### src/rtl/rfc3339_timestamp_parser_assert.svh
// Assertion helpers for the timestamp parser.
// Each macro expects clk and rst_n in the scope where it is used.
`ifndef RFC3339_TIMESTAMP_PARSER_ASSERT_SVH
`define RFC3339_TIMESTAMP_PARSER_ASSERT_SVH

// Same-cycle implication, ignored during reset
`define RTP_ASSERT_IMP(lbl, ante, cons) \
    lbl: assert property (@(posedge clk) disable iff (!rst_n) (ante) |-> (cons)) \
        else $error("rtp: same-cycle check failed");

// Next-cycle implication, ignored during reset
`define RTP_ASSERT_NXT(lbl, ante, cons) \
    lbl: assert property (@(posedge clk) disable iff (!rst_n) (ante) |=> (cons)) \
        else $error("rtp: next-cycle check failed");

`endif

### src/rtl/rtp_pkg.sv
package rtp_pkg;

    // Field widths
    localparam int CH_W      = 8;
    localparam int YEAR_W    = 27;
    localparam int FIELD_W   = 10;
    localparam int SEC_W     = 7;
    localparam int USEC_W    = 20;
    localparam int OFF_W     = 23;
    localparam int ACC_W     = 27;
    localparam int CNT_W     = 4;
    localparam int DIGIT_W   = 4;
    localparam int BASE_W    = 16;
    localparam int MIN_W     = 7;
    localparam int FRAC_ACC_W = 17;
    localparam int FRAC_IDX_W = 3;

    // Result beat packing
    localparam int PAYLOAD_W = YEAR_W + 4 * FIELD_W + SEC_W + USEC_W + 1 + OFF_W;
    localparam int DATA_W    = ((PAYLOAD_W + 7) / 8) * 8;
    localparam int PAD_W     = DATA_W - PAYLOAD_W;

    // Limits
    localparam int YEAR_MAX_CHARS_DEF = 8;
    localparam int FIELD_MAX_CHARS    = 3;
    localparam int TWO_DIGITS         = 2;
    localparam int FRAC_DIGITS        = 6;
    localparam int QUEUE_DEPTH_DEF    = 2;

    // Characters
    localparam logic [CH_W-1:0] CH_DASH  = 8'h2D;
    localparam logic [CH_W-1:0] CH_T     = 8'h54;
    localparam logic [CH_W-1:0] CH_COLON = 8'h3A;
    localparam logic [CH_W-1:0] CH_DOT   = 8'h2E;
    localparam logic [CH_W-1:0] CH_Z     = 8'h5A;
    localparam logic [CH_W-1:0] CH_PLUS  = 8'h2B;
    localparam logic [CH_W-1:0] CH_ZERO  = 8'h30;
    localparam logic [CH_W-1:0] CH_NINE  = 8'h39;

    // Classified character, front to back
    typedef struct packed {
        logic               start;
        logic               is_digit;
        logic [DIGIT_W-1:0] digit;
        logic               is_dash;
        logic               is_t;
        logic               is_colon;
        logic               is_dot;
        logic               is_z;
        logic               is_plus;
    } char_class_t;

    // One parse result
    typedef struct packed {
        logic               status;
        logic [YEAR_W-1:0]  year;
        logic [FIELD_W-1:0] month;
        logic [FIELD_W-1:0] day;
        logic [FIELD_W-1:0] hour;
        logic [FIELD_W-1:0] minute;
        logic [SEC_W-1:0]   second;
        logic [USEC_W-1:0]  usec;
        logic               has_frac;
        logic [OFF_W-1:0]   offset;
    } result_t;

    // Scale a fraction of n digits up to microseconds
    function automatic logic [USEC_W-1:0] pad_scale(input logic [FRAC_IDX_W-1:0] n);
        logic [USEC_W-1:0] s;
        begin
            case (n)
                3'd0:    s = 20'd1000000;
                3'd1:    s = 20'd100000;
                3'd2:    s = 20'd10000;
                3'd3:    s = 20'd1000;
                3'd4:    s = 20'd100;
                3'd5:    s = 20'd10;
                default: s = 20'd1;
            endcase
            return s;
        end
    endfunction

endpackage

### src/rtl/rtp_front.sv
module rtp_front (
    input  logic                 clk,
    input  logic                 rst_n,
    input  logic                 s_tvalid,
    output logic                 s_tready,
    input  logic [7:0]           s_tdata,   // [7:0] ch
    input  logic                 s_tuser,   // [0] start_req
    output logic                 cls_valid,
    input  logic                 cls_ready,
    output rtp_pkg::char_class_t cls
);

    logic                 valid_reg;
    logic                 valid_next;
    rtp_pkg::char_class_t cls_reg;
    rtp_pkg::char_class_t cls_next;
    logic [rtp_pkg::CH_W-1:0] diff;
    logic                 load;

    // Classify the incoming character
    always_comb
    begin
        diff              = s_tdata - rtp_pkg::CH_ZERO;
        cls_next.start    = s_tuser;
        cls_next.is_digit = (s_tdata >= rtp_pkg::CH_ZERO) && (s_tdata <= rtp_pkg::CH_NINE);
        cls_next.digit    = cls_next.is_digit ? diff[rtp_pkg::DIGIT_W-1:0] : '0;
        cls_next.is_dash  = (s_tdata == rtp_pkg::CH_DASH);
        cls_next.is_t     = (s_tdata == rtp_pkg::CH_T);
        cls_next.is_colon = (s_tdata == rtp_pkg::CH_COLON);
        cls_next.is_dot   = (s_tdata == rtp_pkg::CH_DOT);
        cls_next.is_z     = (s_tdata == rtp_pkg::CH_Z);
        cls_next.is_plus  = (s_tdata == rtp_pkg::CH_PLUS);
    end

    // Take a beat whenever the stage is empty or draining
    assign s_tready  = !valid_reg || cls_ready;
    assign load      = s_tvalid && s_tready;
    assign cls_valid = valid_reg;
    assign cls       = cls_reg;

    always_comb
    begin
        if (load)
        begin
            valid_next = 1'b1;
        end
        else if (cls_ready)
        begin
            valid_next = 1'b0;
        end
        else
        begin
            valid_next = valid_reg;
        end
    end

    always_ff @(posedge clk or negedge rst_n)
    begin
        if (!rst_n)
        begin
            valid_reg <= 1'b0;
        end
        else
        begin
            valid_reg <= valid_next;
        end
    end

    // Hold the classified beat
    always_ff @(posedge clk)
    begin
        if (load)
        begin
            cls_reg <= cls_next;
        end
    end

endmodule

### src/rtl/rtp_queue.sv
module rtp_queue #(
    parameter int DEPTH = rtp_pkg::QUEUE_DEPTH_DEF
) (
    input  logic                 clk,
    input  logic                 rst_n,
    input  logic                 in_valid,
    output logic                 in_ready,
    input  rtp_pkg::char_class_t in_item,
    output logic                 out_valid,
    input  logic                 out_pop,
    output rtp_pkg::char_class_t out_item
);

    localparam int PTR_W = (DEPTH > 1) ? $clog2(DEPTH) : 1;
    localparam int CNT_W = $clog2(DEPTH + 1);

    rtp_pkg::char_class_t slot_reg [DEPTH];
    logic [PTR_W-1:0] wr_ptr_reg, wr_ptr_next;
    logic [PTR_W-1:0] rd_ptr_reg, rd_ptr_next;
    logic [CNT_W-1:0] count_reg, count_next;
    logic             push;

    assign in_ready  = (count_reg != CNT_W'(DEPTH));
    assign out_valid = (count_reg != '0);
    assign push      = in_valid && in_ready;
    assign out_item  = slot_reg[rd_ptr_reg];

    // Advance pointers and occupancy
    always_comb
    begin
        wr_ptr_next = wr_ptr_reg;
        rd_ptr_next = rd_ptr_reg;
        count_next  = count_reg;
        if (push)
        begin
            wr_ptr_next = (wr_ptr_reg == PTR_W'(DEPTH - 1)) ? '0 : wr_ptr_reg + 1'b1;
        end
        if (out_pop)
        begin
            rd_ptr_next = (rd_ptr_reg == PTR_W'(DEPTH - 1)) ? '0 : rd_ptr_reg + 1'b1;
        end
        if (push && !out_pop)
        begin
            count_next = count_reg + 1'b1;
        end
        else if (!push && out_pop)
        begin
            count_next = count_reg - 1'b1;
        end
    end

    always_ff @(posedge clk or negedge rst_n)
    begin
        if (!rst_n)
        begin
            wr_ptr_reg <= '0;
            rd_ptr_reg <= '0;
            count_reg  <= '0;
        end
        else
        begin
            wr_ptr_reg <= wr_ptr_next;
            rd_ptr_reg <= rd_ptr_next;
            count_reg  <= count_next;
        end
    end

    // Store the pushed beat
    always_ff @(posedge clk)
    begin
        if (push)
        begin
            slot_reg[wr_ptr_reg] <= in_item;
        end
    end

endmodule

### src/rtl/rtp_back.sv
`include "rfc3339_timestamp_parser_assert.svh"

module rtp_back #(
    parameter int YEAR_MAX_CHARS = rtp_pkg::YEAR_MAX_CHARS_DEF
) (
    input  logic                 clk,
    input  logic                 rst_n,
    input  logic                 q_valid,
    input  rtp_pkg::char_class_t q_item,
    output logic                 q_pop,
    output logic                 res_valid,
    input  logic                 res_ready,
    output rtp_pkg::result_t     res
);

    typedef enum logic [3:0] {
        PH_YEAR,
        PH_MONTH,
        PH_DAY,
        PH_HOUR,
        PH_MINUTE,
        PH_SEC,
        PH_AFTER_SEC,
        PH_FRAC,
        PH_ZONE,
        PH_OFF_HOUR,
        PH_OFF_MIN,
        PH_DONE
    } phase_t;

    localparam int ACC_W   = rtp_pkg::ACC_W;
    localparam int CNT_W   = rtp_pkg::CNT_W;
    localparam int FIELD_W = rtp_pkg::FIELD_W;
    localparam int BASE_W  = rtp_pkg::BASE_W;
    localparam int OFF_W   = rtp_pkg::OFF_W;
    localparam int USEC_W  = rtp_pkg::USEC_W;

    phase_t                      phase_reg, phase_next, ph_cur;
    logic [ACC_W-1:0]            acc_reg, acc_next, acc_cur, acc_upd;
    logic [CNT_W-1:0]            cnt_reg, cnt_next, cnt_cur, cnt_upd;
    logic [rtp_pkg::YEAR_W-1:0]  year_reg, year_next, year_cur;
    logic [FIELD_W-1:0]          month_reg, month_next, month_cur;
    logic [FIELD_W-1:0]          day_reg, day_next, day_cur;
    logic [FIELD_W-1:0]          hour_reg, hour_next, hour_cur;
    logic [FIELD_W-1:0]          minute_reg, minute_next, minute_cur;
    logic [rtp_pkg::SEC_W-1:0]   sec_reg, sec_next, sec_cur;
    logic [USEC_W-1:0]           frac_reg, frac_next, frac_cur;
    logic                        fseen_reg, fseen_next, fseen_cur;
    logic                        neg_reg, neg_next, neg_cur;
    logic [BASE_W-1:0]           base_reg, base_next, base_cur;
    logic                        out_valid_reg, out_valid_next;
    rtp_pkg::result_t            res_reg, res_next;

    logic                        take;
    logic                        emit_ok, emit_err;
    logic                        zone;
    logic                        field_end;
    logic [ACC_W-1:0]            field_val;
    logic                        stop;
    logic [CNT_W-1:0]            max_chars;
    logic [36:0]                 frac_prod;
    logic [BASE_W:0]             off_sum;
    logic [OFF_W-1:0]            off_total;
    logic [OFF_W-1:0]            off_val;

    assign take      = q_valid && (!out_valid_reg || res_ready);
    assign q_pop     = take;
    assign res_valid = out_valid_reg;
    assign res       = res_reg;

    // Start of a timestamp clears the working state
    always_comb
    begin
        if (q_item.start)
        begin
            ph_cur     = PH_YEAR;
            acc_cur    = '0;
            cnt_cur    = '0;
            year_cur   = '0;
            month_cur  = '0;
            day_cur    = '0;
            hour_cur   = '0;
            minute_cur = '0;
            sec_cur    = '0;
            frac_cur   = '0;
            fseen_cur  = 1'b0;
            neg_cur    = 1'b0;
            base_cur   = '0;
        end
        else
        begin
            ph_cur     = phase_reg;
            acc_cur    = acc_reg;
            cnt_cur    = cnt_reg;
            year_cur   = year_reg;
            month_cur  = month_reg;
            day_cur    = day_reg;
            hour_cur   = hour_reg;
            minute_cur = minute_reg;
            sec_cur    = sec_reg;
            frac_cur   = frac_reg;
            fseen_cur  = fseen_reg;
            neg_cur    = neg_reg;
            base_cur   = base_reg;
        end
    end

    // Shared datapath: times-ten accumulate, field limits, delimiters, fraction padding, offset total
    always_comb
    begin
        acc_upd   = ACC_W'((acc_cur << 3) + (acc_cur << 1) + ACC_W'(q_item.digit));
        cnt_upd   = cnt_cur + 1'b1;
        max_chars = (ph_cur == PH_YEAR) ? CNT_W'(YEAR_MAX_CHARS)
                                        : CNT_W'(rtp_pkg::FIELD_MAX_CHARS);
        case (ph_cur)
            PH_YEAR, PH_MONTH: stop = q_item.is_dash;
            PH_DAY:            stop = q_item.is_t;
            default:           stop = q_item.is_colon;
        endcase
        frac_prod = acc_cur[rtp_pkg::FRAC_ACC_W-1:0]
                    * rtp_pkg::pad_scale(cnt_cur[rtp_pkg::FRAC_IDX_W-1:0]);
        off_sum   = (BASE_W + 1)'(base_cur) + (BASE_W + 1)'(acc_upd[rtp_pkg::MIN_W-1:0]);
        off_total = OFF_W'((OFF_W'(off_sum) << 6) - (OFF_W'(off_sum) << 2));
    end

    // Phase step for one character
    always_comb
    begin
        phase_next  = ph_cur;
        acc_next    = acc_cur;
        cnt_next    = cnt_cur;
        year_next   = year_cur;
        month_next  = month_cur;
        day_next    = day_cur;
        hour_next   = hour_cur;
        minute_next = minute_cur;
        sec_next    = sec_cur;
        frac_next   = frac_cur;
        fseen_next  = fseen_cur;
        neg_next    = neg_cur;
        base_next   = base_cur;
        emit_ok     = 1'b0;
        emit_err    = 1'b0;
        zone        = 1'b0;
        field_end   = 1'b0;
        field_val   = acc_cur;
        off_val     = '0;

        case (ph_cur)
            PH_YEAR, PH_MONTH, PH_DAY, PH_HOUR, PH_MINUTE, PH_OFF_HOUR:
            begin
                if (q_item.is_digit)
                begin
                    acc_next = acc_upd;
                    cnt_next = cnt_upd;
                    if (cnt_upd >= max_chars)
                    begin
                        field_end = 1'b1;
                        field_val = acc_upd;
                    end
                end
                else if (stop)
                begin
                    field_end = 1'b1;
                end
                else
                begin
                    emit_err = 1'b1;
                end
            end
            PH_SEC:
            begin
                if (!q_item.is_digit)
                begin
                    emit_err = 1'b1;
                end
                else if (cnt_upd >= CNT_W'(rtp_pkg::TWO_DIGITS))
                begin
                    sec_next   = acc_upd[rtp_pkg::SEC_W-1:0];
                    acc_next   = '0;
                    cnt_next   = '0;
                    phase_next = PH_AFTER_SEC;
                end
                else
                begin
                    acc_next = acc_upd;
                    cnt_next = cnt_upd;
                end
            end
            PH_AFTER_SEC:
            begin
                if (q_item.is_dot)
                begin
                    fseen_next = 1'b1;
                    acc_next   = '0;
                    cnt_next   = '0;
                    phase_next = PH_FRAC;
                end
                else
                begin
                    zone = 1'b1;
                end
            end
            PH_FRAC:
            begin
                if (q_item.is_digit)
                begin
                    acc_next = acc_upd;
                    cnt_next = cnt_upd;
                    if (cnt_upd >= CNT_W'(rtp_pkg::FRAC_DIGITS))
                    begin
                        frac_next  = acc_upd[USEC_W-1:0];
                        phase_next = PH_ZONE;
                    end
                end
                else
                begin
                    frac_next = frac_prod[USEC_W-1:0];
                    zone      = 1'b1;
                end
            end
            PH_ZONE:
            begin
                zone = 1'b1;
            end
            PH_OFF_MIN:
            begin
                if (!q_item.is_digit)
                begin
                    emit_err = 1'b1;
                end
                else
                begin
                    acc_next = acc_upd;
                    cnt_next = cnt_upd;
                    if (cnt_upd >= CNT_W'(rtp_pkg::TWO_DIGITS))
                    begin
                        emit_ok = 1'b1;
                        off_val = neg_cur ? OFF_W'(-off_total) : off_total;
                    end
                end
            end
            default:
            begin
                phase_next = PH_DONE;
            end
        endcase

        // Zone designator: Z ends the parse, a sign opens the offset
        if (zone)
        begin
            if (q_item.is_z)
            begin
                neg_next = 1'b0;
                emit_ok  = 1'b1;
            end
            else if (q_item.is_dash || q_item.is_plus)
            begin
                neg_next   = q_item.is_dash;
                acc_next   = '0;
                cnt_next   = '0;
                phase_next = PH_OFF_HOUR;
            end
            else
            begin
                emit_err = 1'b1;
            end
        end

        // Close a field (delimiter or full width) and move on
        if (field_end)
        begin
            acc_next = '0;
            cnt_next = '0;
            case (ph_cur)
                PH_YEAR:
                begin
                    year_next  = field_val;
                    phase_next = PH_MONTH;
                end
                PH_MONTH:
                begin
                    month_next = field_val[FIELD_W-1:0];
                    phase_next = PH_DAY;
                end
                PH_DAY:
                begin
                    day_next   = field_val[FIELD_W-1:0];
                    phase_next = PH_HOUR;
                end
                PH_HOUR:
                begin
                    hour_next  = field_val[FIELD_W-1:0];
                    phase_next = PH_MINUTE;
                end
                PH_MINUTE:
                begin
                    minute_next = field_val[FIELD_W-1:0];
                    phase_next  = PH_SEC;
                end
                default:
                begin
                    // offset hours kept as minutes: h * 64 - h * 4
                    base_next  = BASE_W'((BASE_W'(field_val[FIELD_W-1:0]) << 6)
                                         - (BASE_W'(field_val[FIELD_W-1:0]) << 2));
                    phase_next = PH_OFF_MIN;
                end
            endcase
        end

        if (emit_ok || emit_err)
        begin
            phase_next = PH_DONE;
        end
    end

    // Result register: load on a finishing beat, drop when taken
    always_comb
    begin
        out_valid_next = out_valid_reg && !res_ready;
        res_next       = res_reg;
        if (take && emit_err)
        begin
            out_valid_next  = 1'b1;
            res_next        = '0;
            res_next.status = 1'b1;
        end
        else if (take && emit_ok)
        begin
            out_valid_next    = 1'b1;
            res_next.status   = 1'b0;
            res_next.year     = year_next;
            res_next.month    = month_next;
            res_next.day      = day_next;
            res_next.hour     = hour_next;
            res_next.minute   = minute_next;
            res_next.second   = sec_next;
            res_next.usec     = frac_next;
            res_next.has_frac = fseen_next;
            res_next.offset   = off_val;
        end
    end

    always_ff @(posedge clk or negedge rst_n)
    begin
        if (!rst_n)
        begin
            phase_reg     <= PH_DONE;
            acc_reg       <= '0;
            cnt_reg       <= '0;
            year_reg      <= '0;
            month_reg     <= '0;
            day_reg       <= '0;
            hour_reg      <= '0;
            minute_reg    <= '0;
            sec_reg       <= '0;
            frac_reg      <= '0;
            fseen_reg     <= 1'b0;
            neg_reg       <= 1'b0;
            base_reg      <= '0;
            out_valid_reg <= 1'b0;
            res_reg       <= '0;
        end
        else
        begin
            if (take)
            begin
                phase_reg  <= phase_next;
                acc_reg    <= acc_next;
                cnt_reg    <= cnt_next;
                year_reg   <= year_next;
                month_reg  <= month_next;
                day_reg    <= day_next;
                hour_reg   <= hour_next;
                minute_reg <= minute_next;
                sec_reg    <= sec_next;
                frac_reg   <= frac_next;
                fseen_reg  <= fseen_next;
                neg_reg    <= neg_next;
                base_reg   <= base_next;
            end
            out_valid_reg <= out_valid_next;
            res_reg       <= res_next;
        end
    end

    `RTP_ASSERT_NXT(a_done_after_result, take && (emit_ok || emit_err), phase_reg == PH_DONE)
    `RTP_ASSERT_IMP(a_idle_silent, take && !q_item.start && phase_reg == PH_DONE, !emit_ok && !emit_err)
    `RTP_ASSERT_IMP(a_err_clean, out_valid_reg && res_reg.status, res_reg.year == '0 && res_reg.offset == '0 && !res_reg.has_frac)
    `RTP_ASSERT_IMP(a_two_digit_cnt, phase_reg == PH_SEC || phase_reg == PH_OFF_MIN, cnt_reg < CNT_W'(rtp_pkg::TWO_DIGITS))

endmodule

### src/rtl/rfc3339_timestamp_parser.sv
// RFC 3339 timestamp parser. Characters arrive one per beat on the slave side;
// s_tuser marks the first character of a timestamp and restarts the parse.
// One result beat leaves on the master side when the text completes (status 0)
// or hits an unexpected character (status 1, all other fields zero); characters
// after that are dropped until the next start. A new character is taken every
// clock cycle while no result waits on m_tready: the parse keeps one character
// per cycle through a times-ten accumulate loop in the back end. The character
// that ends the timestamp passes the classifier register, the queue (two entries
// by default) and the parse step into the result register.
module rfc3339_timestamp_parser #(
    parameter int YEAR_MAX_CHARS = rtp_pkg::YEAR_MAX_CHARS_DEF,
    parameter int QUEUE_DEPTH    = rtp_pkg::QUEUE_DEPTH_DEF
) (
    input  logic                       clk,
    input  logic                       rst_n,
    input  logic                       s_tvalid,
    output logic                       s_tready,
    input  logic [7:0]                 s_tdata,  // [7:0] ch
    input  logic                       s_tuser,  // [0] start_req
    output logic                       m_tvalid,
    input  logic                       m_tready,
    // [26:0] year, [36:27] month, [46:37] day, [56:47] hour, [66:57] minute,
    // [73:67] second, [93:74] microseconds, [94] has_fraction,
    // [117:95] offset_seconds, [119:118] zero
    output logic [rtp_pkg::DATA_W-1:0] m_tdata,
    output logic                       m_tuser   // [0] status
);

    rtp_pkg::char_class_t cls;
    rtp_pkg::char_class_t q_item;
    rtp_pkg::result_t     res;
    logic                 cls_valid, cls_ready;
    logic                 q_valid, q_pop;

    rtp_front u_front (
        .clk       (clk),
        .rst_n     (rst_n),
        .s_tvalid  (s_tvalid),
        .s_tready  (s_tready),
        .s_tdata   (s_tdata),
        .s_tuser   (s_tuser),
        .cls_valid (cls_valid),
        .cls_ready (cls_ready),
        .cls       (cls)
    );

    rtp_queue #(
        .DEPTH (QUEUE_DEPTH)
    ) u_queue (
        .clk       (clk),
        .rst_n     (rst_n),
        .in_valid  (cls_valid),
        .in_ready  (cls_ready),
        .in_item   (cls),
        .out_valid (q_valid),
        .out_pop   (q_pop),
        .out_item  (q_item)
    );

    rtp_back #(
        .YEAR_MAX_CHARS (YEAR_MAX_CHARS)
    ) u_back (
        .clk       (clk),
        .rst_n     (rst_n),
        .q_valid   (q_valid),
        .q_item    (q_item),
        .q_pop     (q_pop),
        .res_valid (m_tvalid),
        .res_ready (m_tready),
        .res       (res)
    );

    // Pack the result beat
    assign m_tuser = res.status;
    assign m_tdata = {{rtp_pkg::PAD_W{1'b0}}, res.offset, res.has_frac, res.usec, res.second,
                      res.minute, res.hour, res.day, res.month, res.year};

endmodule
### config.mk
export PLATFORM = sky130hd
export DESIGN_NAME = rfc3339_timestamp_parser
export DESIGN_NICKNAME = d
export VERILOG_FILES = /design/src/rtl/rtp_pkg.sv /design/src/rtl/rtp_front.sv /design/src/rtl/rtp_queue.sv /design/src/rtl/rtp_back.sv /design/src/rtl/rfc3339_timestamp_parser.sv
export VERILOG_INCLUDE_DIRS = /design/src /design/src/rtl
export SDC_FILE = /design/constraint.sdc
export NUM_CORES = 1
export LEC_CHECK = 0
export BUFFER_PORTS_ARGS = -buffer_cell sky130_fd_sc_hd__buf_2
export CORE_ASPECT_RATIO = 1.5
export CORE_MARGIN = 10
export CORE_UTILIZATION = 65
export DETAILED_ROUTE_END_ITERATION = 7
export HOLD_SLACK_MARGIN = 0.12
export PLACE_DENSITY = 0.86
export SYNTH_ARGS = -nofsm -noshare
export SYNTH_HDL_FRONTEND = slang
export SYNTH_HIERARCHICAL = 1
export SYNTH_SLANG_ARGS = --single-unit
### constraint.sdc
create_clock -name clk -period 24.8 [get_ports clk]
set_input_delay 6.2 -clock clk [delete_from_list [all_inputs] [get_ports clk]]
set_output_delay 6.2 -clock clk [all_outputs]
set_load 0.1 [all_outputs]
# After elaboration in Yosys (flattened, before gate mapping)
# Memory sizes are Yosys's and may differ from the RTL's.
# Cells that the tools add are included.
# word_totals
ramBits	24
mem_count	1
mem_bits_ro	0
output_inout_bits	123
elab_cells	214
latch_bits	0
inputBits	13
register_bits	284
# classes
n_lt_le_gt_ge	5
muxes	106
reduce_logical	30
add_sub_neg	12
n_eq_ne	22
shift	0
bitwise_logic	0
multipliers	1
n_div	0
# memory_table
name	depth	word_bits	rd	rd_ports_with_merged_regs	wr	line_no	source
u_queue.slot_reg	2	12	1	0	1	rtp_queue.sv:17	rtp_pkg::char_class_t slot_reg [DEPTH];
# op_table
cell	n
27-bit two-way mux	15
119-bit two-way mux	2
10-bit two-way mux	12
20-bit one-hot mux with 6 select lines	1
23-bit two-way mux	4
4-bit two-way mux	21
27-bit one-hot mux with 3 select lines	1
20-bit two-way mux	4
16-bit two-way mux	3
8-bit by 6-bit equality test with 1-bit output, second input constant	4
1-bit two-way mux	31
7-bit two-way mux	4
27-bit adder	1
27-bit by 4-bit adder with 27-bit output	1
23-bit negator	1
23-bit by 19-bit subtractor with 23-bit output	1
17-bit by 20-bit multiplier with 20-bit output	1
4-bit one-hot mux with 5 select lines	1
16-bit by 7-bit adder with 17-bit output	1
4-bit by 3-bit equality test with 1-bit output, second input constant	4
8-bit by 7-bit equality test with 1-bit output, second input constant	2
4-bit one-hot mux with 4 select lines	1
8-bit OR reduction	2
16-bit by 12-bit subtractor with 16-bit output	1
other kinds (30)	57

# Depth between registers and ports, before layout
# Gate-level depths: netlist (run 1).
# An unclocked memory read counts as a cell.
# logic_depth
word_depth	13
ltp_mapped	39
depth_no_buf	32

# Hierarchy
# Netlist (run 1), hierarchy kept.
# modules_own_cells
module	seq_area_each_um2	area_each_um2	n_inst	cells_per_inst
rtp_back	6635.1	21496.9	1	2514
rtp_queue	820.8	1102.3	1	55
rtp_front	385.4	551.8	1	37
rfc3339_timestamp_parser	0.0	18.8	1	3

# Least setup slack after synthesis (run 1)
# Ideal clock, no wire load.
# synth_path
path_kind	reg2reg
startpoint	reg u_queue.rd_ptr_reg
endpoint	reg u_back.res_reg (netlist bit u_back/res[43])
n_path_buf	6
stages_incl_launch_ff	35
arrival_ps	8315
synth_period_minus_slack_ps	8453
setup_ps	138
t_required_ps	24662
slack_ps	16347
path_cell_list	dfrtp_1 buf_6 mux2_4 buf_2 inv_1 clkbuf_1 clkbuf_1 clkbuf_1 clkbuf_1 nand2_1 clkinv_1 ha_1 ha_1 a21oi_1 nor2_1 nand2_1 fa_1 inv_1 fa_1 inv_1 fa_1 inv_1 fa_1 inv_1 fa_1 inv_1 fa_1 ha_1 or2_2 o311a_1 a31oi_1 o21ai_0 xnor2_1 o21ai_0 o221ai_1
# synth_lines
item	line_no	source
start: declaration	rtp_queue.sv:19	logic [PTR_W-1:0] rd_ptr_reg, rd_ptr_next;
start signal: assignment	rtp_queue.sv:63	rd_ptr_reg <= rd_ptr_next;
end signal: assignment	rtp_back.sv:383	res_reg <= res_next;
end: declaration	rtp_back.sv:52	rtp_pkg::result_t res_reg, res_next;

==> results of run 1 <==
[report_power, final]
group          total, mW  switching, mW  internal (mW)
registers          0.663         0.0782          0.585
clock network      0.493          0.210          0.283
logic               1.91           1.28          0.625
total               3.06           1.57           1.49
[worst paths after layout]
path                       slack [ns]                                to
max reg2reg                     15.60        u_back/res[43]$_DFFE_PN0P_
min in group asynchronous        5.71       u_back/res[102]$_DFFE_PN0P_
min                              0.45  u_queue/slot_reg[0][8]$_DFFE_PP_
max in group asynchronous       17.55        u_back/res[22]$_DFFE_PN0P_
max                             15.60        u_back/res[43]$_DFFE_PN0P_
min reg2reg                      0.45  u_queue/slot_reg[0][8]$_DFFE_PP_
[layer usage]
metal | vias to the layer above | global-route usage (%) | routed length [um]
met1 | 9756 | 37.3 | 26200
li1 | 8995 | - | -
met3 | 326 | 5.97 | 5550
met2 | 1101 | 53.9 | 34900
met5 | - | 0 | 33
met4 | 4 | 19.9 | 4960
[cells in the final DEF, fill, tap and decap left out, types with 7 or more instances in the layout]
cell type  count
nand2_1      416
nand2b_1      17
buf_2        130
nand3b_1       8
a22oi_1        7
inv_1        241
a21o_1        30
a211oi_1       7
nor3_1        30
o21ai_0      230
a21oi_1      126
ha_1         148
nand3_1       23
and3_1        58
or2_2          8
and2_1        20
a31oi_1       47
nor2_1       154
xnor2_1       79
o21ai_1       13
o21bai_1       7
o22ai_1       19
nor2b_1       42
fa_1         127
edfxtp_1      36
nor3b_1       34
buf_4         29
mux2i_1       11
or3_1         11
clkbuf_16     29
o211ai_1       8
a22o_1        51
mux2_4         9
dfrtp_1      267
xor2_1        40
o21a_1        13
[final cells by class]
cell class,count,area (um^2),share of cell area [%]
clock buffer,34,785,3.11
multi-input combinational,1926,13900,55.2
timing repair buffer,160,883,3.50
sequential,306,7840,31.1
inverter,249,935,3.70
tap,473,592,2.35
clock inverter,19,274,1.09
[synthesized netlist by cell type (6+ instances only)]
library cell and n:
o2111ai_1 6, a21oi_1 126, nor2_1 154, inv_1 243, xor2_1 40, o211ai_1 8
mux2_2 6, o21bai_1 7, nand2b_1 18, o21ai_1 13, mux2i_1 11, nand4_1 6
dfrtp_1 267, mux2_4 9, a22o_1 51, or3_1 11, clkbuf_1 112, nand2_1 418
nor3b_1 35, o22ai_1 19, o31ai_1 7, nor3_1 30, a21boi_0 6, o21ai_0 230
a211oi_1 7, nor2b_1 42, and3_1 58, and2_1 20, nand3_1 23, edfxtp_1 36
a21o_1 30, a31oi_1 47, buf_1 11, a22oi_1 7, or2_2 8, nand3b_1 8
fa_1 127, ha_1 148, o21a_1 13, xnor2_1 79
[cells by family (layout without fill, tap and decap cells)]
group | after synthesis | after routing | synth area share, %
muxes | 26 | 26 | 1.35
and+or+nand+nor | 862 | 862 | 17.5
other | 2 | 4 | 0.0324
adders and majority gates | 275 | 275 | 19.0
xor gates and xnor gates | 124 | 124 | 4.99
DFF | 306 | 306 | 33.8
buffers and inverters | 379 | 462 | 6.25
AOI/OAI and AO/OA | 635 | 635 | 17.1
[stage by stage]
step | cells | area, um^2
CTS | 3167 | 25200
detailed placement | 3114 | 24200
global placement | 3114 | 24200
floorplan | 2611 | 23200
finish | 3167 | 25200
global route | 3167 | 25200
==> impl_results.md, run 1 <==
- Hold Path Depth: 0
- DR iter-0 viols: 2262
- Leak Pwr: 12.2 nW
- H-tree Lvls: 1
- Vias: 20200
- Setup CP Type: reg -> reg
- Final HPWL DP: 52300 um
- Type of origin of the critical path: register
- Maximum vdd ir drop: 0.000158 V
- Crit path launch: u_queue/rd_ptr_reg$_DFFE_PN0P_
- Setup TNS: 0 ns
- Setup bufs post-CTS: 0
- Critical Path RT: 25.26 ns
- Hold buffer count at CTS: 0
- Post-Synthesis Mean Instance Area: 8.88 um^2
- Die area: 43800 um^2
- Post-synth top area share: 28.8%
- Cells after Synth: 2609
- Hold Crit Start: u_front/cls[8]$_SDFFCE_PN0P_
- Clk root buf: clkbuf_16
- First-pass detailed-route iteration total: 8
- CP top delay family: adder cells
- Slowest cell delay on critical path: 1.03 ns
- Die height: 251 um
- Clk pin slew, worst setup/hold paths: 0.07 ns
- Fin crit share: 37.1%
- DR WL/cell: 22.6 um
- CTS tree: done
- IO Pins: 136
- Starting Density: 66.0%
- Antenna-violating nets left: 0
- Cts repair resizes: 0
- Rel. slew slack: 13.4%
- Synth cell types: 96
- Synth Warn #: 6
- DRC: 0
- Inserted Clock Buffers: 29
- Instance count on the critical path: 29
- Register area share after synthesis: 33.8%
- Post-Route WL: 71600 um
- CP max stage cell: o21ai_0
- R2R depth: 29
- Critical path capture point type: register
- Die width: 174 um
- Post-synth ARST share: 88.2%
- Max reg flops: 117
- WP data arrival: 9.66 ns
- Initial antenna violation count: 2
- Crit Path Max Fanout: 40
- Global-route usage over all layers: 32.0%
- Number of setup violations in the final report: 0
- Fin Hold WS: 0.455 ns
- Critical Path Most Common Cell: fa_1
- WP buf/inv: 6
- Largest net degree at the start of global routing: 127
- GP Congestion: 1.06
- Final WS setup: 15.60 ns
- Worst slew pin tran: 1.29 ns
- Share of cells above drive strength 1: 10.1%
- PwrDens: 121 nW/um^2
- Synth area leaders: dfrtp_1, fa_1, ha_1
- Slew Viols, Final: 0
- Core region area: 35100 um^2
- First-pass GRT wire length: 112000 um
- Finished Core Util: 71.9%
- Post-layout min period: 9.20 ns
- I/O Buffers: 131
- TritonCTS Sinks: 306
- Peak Freq: 0.109 GHz
- Number of max-cap violations: 0
- Post-place setup slack: 15.84 ns
- Number of synthesized flops with an enable pin: 36
- Vias in the first global route: 20700
- Filler cell count: 2730
- Final hold violation count: 0
- Max Root-Sink Buffers: 3
- Vias/cell: 6.37
- Antenna Cells: 0
- Status: finished clean
- Worst Hold Class: reg -> reg
- Clock Skew: 0.0373 ns
- Synth area leader: dfrtp_1
- RSZ-0062 raised after global routing: no
- Cell Rows: 84
- GRT Residual Overflow: 0
- Tot Pwr: 3.06 mW
- Number of synthesized register bits: 306
- Synthesized area: 23200 um^2
- Main flop type after synthesis: dfrtp_1
- FF-to-FF Start: u_queue/rd_ptr_reg$_DFFE_PN0P_
- Clock Latency Late Sink: 0.60 ns
- Nets: 2960
- Syn-to-layout area delta: 8.90%
Power figures use the tool's default switching activity.
==> run 2, diff against run 1 <==
--- a/config.mk
+++ b/config.mk
@@ -9,10 +9,10 @@
 export BUFFER_PORTS_ARGS = -buffer_cell sky130_fd_sc_hd__buf_2
 export CORE_ASPECT_RATIO = 1.5
 export CORE_MARGIN = 10
-export CORE_UTILIZATION = 65
+export CORE_UTILIZATION = 57
 export DETAILED_ROUTE_END_ITERATION = 7
 export HOLD_SLACK_MARGIN = 0.12
-export PLACE_DENSITY = 0.86
+export PLACE_DENSITY = 0.8
 export SYNTH_ARGS = -nofsm -noshare
 export SYNTH_HDL_FRONTEND = slang
 export SYNTH_HIERARCHICAL = 1
==> constraint.sdc (replaced) <==
create_clock -name clk -period 8.4 [get_ports clk]
set_input_delay 2.1 -clock clk [delete_from_list [all_inputs] [get_ports clk]]
set_output_delay 2.1 -clock clk [all_outputs]
set_load 0.1 [all_outputs]
==> run 2 against run 1 <==
  * Global-route usage decreased by 2.7 points
  * Clock skew down 0.018 ns
  * Combinational power rose to 3.0 times the previous value
  * Via count is 2.8% lower
  * Worst setup slack got worse by 15 ns
  * Flip-flop and latch count is the same
  * Sequential power grew to 2.9 times the previous value
  * Non-clock buffer count increased by 13
  * Core utilization is 8.7 points lower
==> impl_results.md, run 2 (synthesis results as in run 1) <==
- Status: finished clean
- Starting Density: 57.6%
- Crit Path Max Fanout: 19
- Number of max-cap violations: 0
- GP Congestion: 1.04
- Setup TNS: 0 ns
- Rel. slew slack: 23.3%
- Critical path capture point type: register
- Initial antenna violation count: 0
- First-pass detailed-route iteration total: 6
- Worst slew pin tran: 1.14 ns
- Vias in the first global route: 20700
- Slowest cell delay on critical path: 0.56 ns
- Antenna Cells: 0
- Antenna-violating nets left: 0
- Final WS setup: 0.432 ns
- Vias/cell: 6.09
- Setup CP Type: reg -> reg
- Post-route cell area: 25400 um^2
- Clk root buf: clkbuf_16
- Core region area: 40200 um^2
- Slew Viols, Final: 0
- Setup bufs post-CTS: 0
- RSZ-0062 raised after global routing: no
- Clk pin slew, worst setup/hold paths: 0.07 ns
- Cell Rows: 90
- Syn-to-layout area delta: 9.70%
- Die height: 267 um
- Final HPWL DP: 55200 um
- CP max stage cell: fa_1
- DRC: 0
- GRT Residual Overflow: 0
- Fin crit share: 94.9%
- DR WL/cell: 22.4 um
- Critical Path RT: 8.84 ns
- Hold buffer count at CTS: 0
- Global-route usage over all layers: 29.4%
- Reg-to-reg slack, setup: 0.43 ns
- R2R depth: 29
- Share of cells above drive strength 1: 10.5%
- Inserted Clock Buffers: 31
- Type of origin of the critical path: register
- Post-layout min period: 7.97 ns
- Leak Pwr: 12.3 nW
- Final hold violation count: 0
- DR iter-0 viols: 1541
- IO Pins: 136
- Hold Path Depth: 0
- Vias: 19600
- Number of setup violations in the final report: 0
- WP buf/inv: 6
- DP Area: 24300 um^2
- Placed insts: 3160
- Finished Core Util: 63.2%
- Tot Pwr: 9.14 mW
- Post-Layout Cell Count: 3218
- Critical Path Most Common Cell: fa_1
- CTS tree: done
- Instance count on the critical path: 29
- First-pass GRT wire length: 113000 um
- Die width: 185 um
- Fin Hold WS: 0.444 ns
- Most common cell after layout, fill and taps aside: nand2_1
- PwrDens: 360 nW/um^2
- Die area: 49300 um^2
- Nets: 2975
- Clock Skew: 0.0194 ns
- WP data arrival: 8.41 ns
- Most frequent cells in the layout: nand2_1, dfrtp_1, inv_1
- Post-Route WL: 72100 um
- I/O Buffers: 131
- Reg2reg end: u_back/res[43]$_DFFE_PN0P_
- Post-place setup slack: 0.645 ns
- FF-to-FF Start: u_queue/rd_ptr_reg$_DFFE_PN0P_
- H-tree Lvls: 1
- Hold Crit Start: u_front/cls[5]$_DFFE_PP_
- TritonCTS Sinks: 306
- Largest net degree at the start of global routing: 155
- Cts repair resizes: 0
- Max reg flops: 117
- Crit path launch: u_queue/rd_ptr_reg$_DFFE_PN0P_
- Worst Hold Class: reg -> reg
- Peak Freq: 0.126 GHz
- Clock Latency Late Sink: 0.60 ns
- CP top delay family: adder cells
- Max Root-Sink Buffers: 3
- Critical Path Sink: u_back/res[43]$_DFFE_PN0P_
- Maximum vdd ir drop: 0.000319 V
run 2: cell types whose count changed in the layout (fill, tap and decap cells not counted), sizes merged:
cell / delta
clkinv: +5
inv: -2
clkinvlp: -3
clkbuf: +6
bufinv: -1
buf: +13
run 2: worst min-delay path by stage:
stage | endpoint | slack [ns]
global route | u_queue/slot_reg[1][5]$_DFFE_PP_ | 0.45
detailed placement | u_queue/slot_reg[0][5]$_DFFE_PP_ | 0.43
floorplan | u_queue/slot_reg[0][0]$_DFFE_PP_ | 0.42
global placement | u_queue/slot_reg[0][8]$_DFFE_PP_ | 0.42
finish | u_queue/slot_reg[1][5]$_DFFE_PP_ | 0.44
CTS | u_queue/slot_reg[1][5]$_DFFE_PP_ | 0.44
run 2: area by class of cell:
cell class              instances  area [um^2]
well taps                     506          633
repair buffers                173          993
inverters                     249          935
fillers                      3367        14800
flip-flops and latches        306         7840
clock inverters                18          231
clock buffers                  40          860
multi-input cells            1926        13900
run 2: metal layers:
metal  track usage [%]  vias to the layer above  wire, um
met2              51.5                      746     36200
li1                  -                     9007         -
met1              32.7                     9616     26500
met4              19.0                        0      5300
met3              3.91                      244      4030
met5                 0                        -         0
run 2: power breakdown:
part / internal [mW] / total (mW) / switching [mW]
combinational: 1.87 / 5.72 / 3.85
clock: 0.854 / 1.49 / 0.637
sequential: 1.73 / 1.93 / 0.204
run 2: worst register-to-register path, delay by kind of cell (launching register included):
kind | cells | cell delay (ns)
adders and majority gates | 8 | 3.35
AOI/OAI and AO/OA | 8 | 1.92
and+or+nand+nor | 5 | 0.92
buffers and inverters | 6 | 0.75
DFF | 1 | 0.40
muxes | 1 | 0.32
xor gates and xnor gates | 1 | 0.17
